[src/sv/chi_pkg.sv]
// Package for the two-table cuckoo hash insert block.
// Holds table geometry, key and index types, codes and slot hash functions.
// Depends on nothing; used by chi_table and cuckoo_hash_insert.
package chi_pkg;

  localparam int TableSize = 16;
  localparam int KeyBits   = 32;
  localparam int IdxBits   = $clog2(TableSize);
  localparam int KickBits  = 8;

  typedef logic [KeyBits-1:0]  key_t;
  typedef logic [IdxBits-1:0]  idx_t;
  typedef logic [KickBits-1:0] kick_t;

  localparam kick_t MaxKicksReset = kick_t'(16);

  // Result codes
  typedef enum logic [1:0] {
    STATUS_PLACED = 2'd0,
    STATUS_DUP    = 2'd1,
    STATUS_LIMIT  = 2'd2
  } status_e;

  // Insertion sequencer
  typedef enum logic [2:0] {
    IDLE,
    CHECK,
    FIRST,
    SECOND,
    FINISH
  } state_e;

  // Write port of one table
  typedef struct packed {
    logic en;
    idx_t idx;
    key_t key;
  } wr_t;

  function automatic idx_t slot_one(key_t k);
    slot_one = idx_t'(k % TableSize);
  endfunction

  function automatic idx_t slot_two(key_t k);
    slot_two = idx_t'((k / TableSize) % TableSize);
  endfunction

endpackage

[src/sv/chi_table.sv]
// One cuckoo hash table: key store with per-slot valid bits.
// One read and one write address per cycle; the key store has no reset.
// Depends on chi_pkg.
module chi_table (
  input  logic          clk_i,
  input  logic          rst_ni,
  input  chi_pkg::idx_t rd_idx_i,
  output chi_pkg::key_t rd_key_o,
  output logic          rd_valid_o,
  input  chi_pkg::wr_t  wr_i
);

  chi_pkg::key_t                  keys_q [chi_pkg::TableSize];
  logic [chi_pkg::TableSize-1:0]  valid_q;

  always_ff @(posedge clk_i or negedge rst_ni) begin
    if (!rst_ni) begin
      valid_q <= '0;
    end else if (wr_i.en) begin
      valid_q[wr_i.idx] <= 1'b1;
    end
  end

  always_ff @(posedge clk_i) begin
    if (wr_i.en) begin
      keys_q[wr_i.idx] <= wr_i.key;
    end
  end

  assign rd_key_o   = keys_q[rd_idx_i];
  assign rd_valid_o = valid_q[rd_idx_i];

endmodule

[src/sv/cuckoo_hash_insert.sv]
// Top level of the two-table cuckoo hash insert block.
// Holds the insertion sequencer, the config register and the result register.
// Depends on chi_pkg and chi_table.
//
//  channel  | direction | handshake              | payload
//  ---------+-----------+------------------------+-----------------------------------
//  request  | in        | in_valid_i / in_stall_o  | key_i
//  result   | out       | out_valid_o / out_stall_i| status_o, kicks_used_o, leftover_key_o
//  config   | in        | cfg_we_i                 | cfg_data_i (max_kicks)
//
// A request is taken in the idle state, then passes one duplicate check, F table-one
// steps, S table-two steps and one finish step before the next accept. A key that lands
// straight in table one needs one table-one step, a duplicate none, and each kick adds
// one table-one and one table-two step. The result is registered from the finish step.
// Reset clears the valid bits of both tables, max_kicks to 16 and all handshakes.
// A stalled result holds in the output register; finish waits while it is full and stalled.
module cuckoo_hash_insert (
  input  logic                   clk_i,
  input  logic                   rst_ni,
  input  logic                   in_valid_i,
  output logic                   in_stall_o,
  input  logic [31:0]            key_i,
  output logic                   out_valid_o,
  input  logic                   out_stall_i,
  output logic [1:0]             status_o,
  output logic [7:0]             kicks_used_o,
  output logic [31:0]            leftover_key_o,
  input  logic                   cfg_we_i,
  input  logic [7:0]             cfg_data_i
);

  chi_pkg::state_e  state_q, state_d;
  chi_pkg::key_t    cur_q, cur_d;         // key being placed or moved
  chi_pkg::kick_t   kick_q, kick_d;
  chi_pkg::kick_t   max_q;
  chi_pkg::status_e res_status_q, res_status_d;
  chi_pkg::kick_t   res_kicks_q, res_kicks_d;
  chi_pkg::key_t    res_left_q, res_left_d;

  logic             out_valid_q, out_valid_d;
  logic             out_load;
  chi_pkg::status_e out_status_q;
  chi_pkg::kick_t   out_kicks_q;
  chi_pkg::key_t    out_left_q;

  chi_pkg::idx_t    idx1, idx2;
  chi_pkg::key_t    k1, k2;
  logic             v1, v2;
  chi_pkg::wr_t     wr1, wr2;
  chi_pkg::kick_t   kick_inc;
  logic             in_accept;

  // Both tables are always addressed by the current key's own slot
  assign idx1 = chi_pkg::slot_one(cur_q);
  assign idx2 = chi_pkg::slot_two(cur_q);

  chi_table u_first (
    .clk_i      (clk_i),
    .rst_ni     (rst_ni),
    .rd_idx_i   (idx1),
    .rd_key_o   (k1),
    .rd_valid_o (v1),
    .wr_i       (wr1)
  );

  chi_table u_second (
    .clk_i      (clk_i),
    .rst_ni     (rst_ni),
    .rd_idx_i   (idx2),
    .rd_key_o   (k2),
    .rd_valid_o (v2),
    .wr_i       (wr2)
  );

  assign in_stall_o = (state_q != chi_pkg::IDLE);
  assign in_accept  = in_valid_i && !in_stall_o;
  assign kick_inc   = kick_q + chi_pkg::kick_t'(1);

  // Sequencer: check, then alternate table-one and table-two steps
  always_comb begin
    state_d      = state_q;
    cur_d        = cur_q;
    kick_d       = kick_q;
    res_status_d = res_status_q;
    res_kicks_d  = res_kicks_q;
    res_left_d   = res_left_q;
    out_load     = 1'b0;
    wr1          = '{en: 1'b0, idx: idx1, key: cur_q};
    wr2          = '{en: 1'b0, idx: idx2, key: cur_q};

    unique case (state_q)
      chi_pkg::IDLE: begin
        if (in_accept) begin
          cur_d   = key_i;
          kick_d  = '0;
          state_d = chi_pkg::CHECK;
        end
      end
      chi_pkg::CHECK: begin
        // Duplicate if the key sits in either of its candidate slots
        if ((v1 && (k1 == cur_q)) || (v2 && (k2 == cur_q))) begin
          res_status_d = chi_pkg::STATUS_DUP;
          res_kicks_d  = '0;
          res_left_d   = '0;
          state_d      = chi_pkg::FINISH;
        end else begin
          state_d = chi_pkg::FIRST;
        end
      end
      chi_pkg::FIRST: begin
        // Take the table-one slot; carry any occupant on to table two
        wr1.en = 1'b1;
        if (!v1) begin
          res_status_d = chi_pkg::STATUS_PLACED;
          res_kicks_d  = kick_q;
          res_left_d   = '0;
          state_d      = chi_pkg::FINISH;
        end else begin
          cur_d   = k1;
          state_d = chi_pkg::SECOND;
        end
      end
      chi_pkg::SECOND: begin
        wr2.en = 1'b1;
        if (!v2) begin
          res_status_d = chi_pkg::STATUS_PLACED;
          res_kicks_d  = kick_q;
          res_left_d   = '0;
          state_d      = chi_pkg::FINISH;
        end else begin
          // Kick: the old table-two occupant restarts at table one
          kick_d = kick_inc;
          cur_d  = k2;
          if (kick_inc >= max_q) begin
            res_status_d = chi_pkg::STATUS_LIMIT;
            res_kicks_d  = kick_inc;
            res_left_d   = k2;
            state_d      = chi_pkg::FINISH;
          end else begin
            state_d = chi_pkg::FIRST;
          end
        end
      end
      chi_pkg::FINISH: begin
        // Hold the result until the output register is free
        if (!out_valid_q || !out_stall_i) begin
          out_load = 1'b1;
          state_d  = chi_pkg::IDLE;
        end
      end
      default: state_d = chi_pkg::IDLE;
    endcase
  end

  always_comb begin
    out_valid_d = out_valid_q && out_stall_i;
    if (out_load) begin
      out_valid_d = 1'b1;
    end
  end

  always_ff @(posedge clk_i or negedge rst_ni) begin
    if (!rst_ni) begin
      state_q     <= chi_pkg::IDLE;
      kick_q      <= '0;
      max_q       <= chi_pkg::MaxKicksReset;
      out_valid_q <= 1'b0;
    end else begin
      state_q     <= state_d;
      kick_q      <= kick_d;
      out_valid_q <= out_valid_d;
      if (cfg_we_i) begin
        max_q <= cfg_data_i;
      end
    end
  end

  always_ff @(posedge clk_i) begin
    cur_q        <= cur_d;
    res_status_q <= res_status_d;
    res_kicks_q  <= res_kicks_d;
    res_left_q   <= res_left_d;
    if (out_load) begin
      out_status_q <= res_status_q;
      out_kicks_q  <= res_kicks_q;
      out_left_q   <= res_left_q;
    end
  end

  assign out_valid_o    = out_valid_q;
  assign status_o       = out_status_q;
  assign kicks_used_o   = out_kicks_q;
  assign leftover_key_o = out_left_q;

  // An accepted request always starts with the duplicate check
  a_accept_check: assert property (@(posedge clk_i) disable iff (!rst_ni)
    in_accept |=> (state_q == chi_pkg::CHECK))
    else $error("accepted request did not enter the duplicate check");

  // A new result is only ever loaded from the finish step
  a_rose_from_finish: assert property (@(posedge clk_i) disable iff (!rst_ni)
    $rose(out_valid_o) |-> ($past(state_q) == chi_pkg::FINISH))
    else $error("result appeared outside the finish step");

  // Only a failed insertion reports a homeless key
  a_left_only_limit: assert property (@(posedge clk_i) disable iff (!rst_ni)
    (out_valid_o && (status_o != chi_pkg::STATUS_LIMIT)) |-> (leftover_key_o == '0))
    else $error("leftover key reported without kick limit");

  // A duplicate moves nothing
  a_dup_no_kicks: assert property (@(posedge clk_i) disable iff (!rst_ni)
    (out_valid_o && (status_o == chi_pkg::STATUS_DUP)) |-> (kicks_used_o == '0))
    else $error("duplicate result with nonzero kicks");

endmodule

[config.mk]
export PLATFORM = sky130hd
export DESIGN_NAME = cuckoo_hash_insert
export DESIGN_NICKNAME = d
export VERILOG_FILES = /design/src/sv/chi_pkg.sv /design/src/sv/chi_table.sv /design/src/sv/cuckoo_hash_insert.sv
export SDC_FILE = /design/constraint.sdc
export NUM_CORES = 1
export LEC_CHECK = 0
export ABC_AREA = 1
export BUFFER_PORTS_ARGS = -buffer_cell sky130_fd_sc_hd__buf_2
export CAP_MARGIN = 20
export CORE_UTILIZATION = 45
export DETAILED_ROUTE_END_ITERATION = 10
export HOLD_SLACK_MARGIN = 0.03
export PLACE_DENSITY = 0.57
export SLEW_MARGIN = 0
export SYNTH_ARGS = -nofsm -noshare
export SYNTH_HDL_FRONTEND = slang
export SYNTH_SLANG_ARGS = --single-unit
[constraint.sdc]
create_clock -name clk_i -period 4.4 [get_ports clk_i]
set_input_delay 0.22 -clock clk_i [delete_from_list [all_inputs] [get_ports clk_i]]
set_output_delay 0.22 -clock clk_i [all_outputs]
set_load 0.01 [all_outputs]
==> results_dict.tcl <==
set metrics [dict create \
    async_flop_share_pct 4.33 \
    dr.first_iter.drc_count 3818 \
    r2r_start "cur_q[0]$_DFFE_PP_" \
    tightestPinTransition_ps 1020 \
    drive_gt1_share_pct 10.2 \
    final_cell_mix "1140 x edfxtp_1, 957 x nand2_1, 579 x nor2_1" \
    synth_edf_count 1140 \
    start_kind "flip-flop" \
    final_antenna_net_count 0 \
    drt-wirelength-per-cell_um 23.2 \
    cp.arrival_ps 4230 \
    finalHoldViolations 0 \
    wirelength_um 140000 \
    ioPinCount 89 \
    cts_resized 0 \
    grt_usage_pct 25.0 \
    clkLatencyLatePin_ps 700 \
    area_growth_pct 15.1 \
    drv_cap 0 \
    synthCells 4337 \
    grt_pass1_wl_um 206000 \
    grt_overflow 0 \
    r2r_end "res_left_q[18]$_SDFFCE_PN0P_" \
    antenna_cells 0 \
    vdd_drop_max_v 0.000389 \
    synthesis.area_um2 49600 \
    crit_path_end_kind "flip-flop" \
    critPathKind "flip-flop to flip-flop" \
    ys_seq_elements 1200 \
    drt-pass1-iter-count 5 \
    setup_viol 0 \
    period_needed_ps 3850 \
    design.core.area_um2 109000 \
    dieArea_um2 111000 \
    row_count 121 \
    yosysSeqAreaShare_pct 72.0 \
    grt_start_max_net_pins 134 \
    cts_num_sinks 1200 \
    hpwl_um 80000 \
    synth_warnings 0 \
    clock_path_buffers 3 \
    finalCritPeriodShare_pct 87.6 \
    rr_worst_depth 20 \
    outcome "finished, final reports clean" \
    numCtsBuffers 121 \
    ctsHoldBuffers 58 \
    htreeDepth 3 \
    cp.required_ps 4780 \
    fin_skew_ps 16.2 \
    p_leak_nw 21.2 \
    slew_viol_final 0 \
    reg2reg_slack_ps 550 \
    final_util_pct 52.3 \
    slew_headroom_pct 31.8 \
    hp-class "primary input to asynchronous set/reset pin" \
    path_clk_slew_ps 60 \
    fillers 9369 \
    synthesis.nets 4391 \
    vias 32887 \
    path_max_fanout 42 \
    die_w_um 334 \
    avgSynthCellArea_um2 11.4 \
    p_per_area_nw_per_um2 715 \
    ys_types 34 \
    first_global_vias 31176 \
    synthFlopType "edfxtp_1" \
    die_h_um 334 \
    viasPerCell 5.46 \
    final_common_cell "edfxtp_1" \
    place_congestion 0.883 \
    start_util_pct 45.5 \
    setup_tns_ps 0 \
    cts_tree "built" \
    port_buffers 88 \
    post_cts_buffers 0 \
    antenna_found_initial 3 \
    nets 4561 \
    rsz0062_at_grt "false" \
    clock.fmax_ghz 0.260 \
    post-route-drc-count 0 \
    cts-root-buf "clkbuf_16" \
]
[how the worst max path moves through the flow]
stage | to | startpoint | cells past startpoint | slack, ps
after floorplan | res_kicks_q[0]$_DFFE_PP_ | cur_q[4]$_DFFE_PP_ | 19 | 910
after global placement | res_left_q[28]$_SDFFCE_PN0P_ | cur_q[0]$_DFFE_PP_ | 20 | 640
after detailed placement | res_left_q[26]$_SDFFCE_PN0P_ | cur_q[0]$_DFFE_PP_ | 20 | 650
after CTS | res_left_q[8]$_SDFFCE_PN0P_ | cur_q[0]$_DFFE_PP_ | 20 | 630
after global routing | res_left_q[18]$_SDFFCE_PN0P_ | cur_q[0]$_DFFE_PP_ | 19 | 300
final | res_left_q[18]$_SDFFCE_PN0P_ | cur_q[0]$_DFFE_PP_ | 20 | 550
[layout make-up]
type                       count  area, µm²  area share [%]
inverter                     304       1160            2.03
clock inverter                75        892            1.56
sequential                  1200      35700            62.6
timing repair buffer         275       2490            4.37
clock buffer                 149       3190            5.59
tap                         1414       1770            3.10
multi-input combinational   2605      11800            20.7
[critical path: stages, from the launching register on]
cell,delay [ps]
edfxtp_1,700
inv_1,320
nand2_1,450
nor2_1,240
nor2_1,60
nand2_1,60
nand2_1,40
nand2_1,70
inv_1,50
nand2_1,140
nand2_1,80
inv_1,60
nand2_1,40
nor2_1,110
nand2_1,60
nor2_1,320
nand3_1,170
nand2_1,90
nand2_1,70
nand2_2,90
buf_12,260
[power by group]
group	internal [mW]	switching (mW)	total [mW]
Combinational	3.86	10.2	14.0
Sequential	15.1	1.08	16.1
Clock	6.29	4.35	10.6
[through the flow]
step	total power, mW	setup slack (ps)	cells	instance area (µm²)	hold WS (ps)
after floorplan	24.5	905	4337	49600	-75.6
after global placement	29.8	644	5725	52100	400
after detailed placement	29.9	650	5727	52200	407
after CTS	40.6	627	6009	56800	196
after global routing	42.8	298	6022	57000	269
final	40.8	547	6022	57000	204
[flip-flops by register name, summed over array words and instances (netlist names), 16 cells and up, named ones only]
signal / cells
u_first.keys_q: 512
cur_q: 32
u_second.keys_q: 512
res_left_q: 32
leftover_key_o: 32
u_second.valid_q: 16
u_first.valid_q: 16
[metal layers]
layer | vias to the layer above | track usage (%) | wire [µm]
li1 | 15312 | - | -
met1 | 16191 | 36.4 | 61700
met2 | 1194 | 38.1 | 63200
met3 | 190 | 4.50 | 11200
met4 | 0 | 8.02 | 3860
met5 | - | 0 | 0
[cell families after synthesis]
family          synth area share, %
simple gates                   17.0
fa+ha+maj                     0.227
buf+inv                        4.62
flops                          72.0
mux                          0.0227
compound gates                 6.02
xor+xnor                      0.106
[synth_stat cells, types with 2 or more instances]
cell,instances,share of area (%)
nor3_1,6,0.061
inv_1,296,2.2
a21oi_1,39,0.39
dfrtp_1,51,2.6
dfxtp_1,8,0.32
clkbuf_1,62,0.47
edfxtp_1,1140,69
o21ai_1,22,0.22
or2_2,13,0.16
buf_2,95,0.96
buf_6,8,0.18
o21ai_0,324,3.3
xor2_1,6,0.11
nor2_1,612,4.6
inv_2,7,0.053
nand2_1,958,7.3
ha_1,9,0.23
o211ai_1,134,2.0
a31oi_1,2,0.025
buf_4,30,0.45
o22ai_1,2,0.025
nand3_1,470,4.7
buf_1,32,0.24
(Power assumes the default switching activity.)
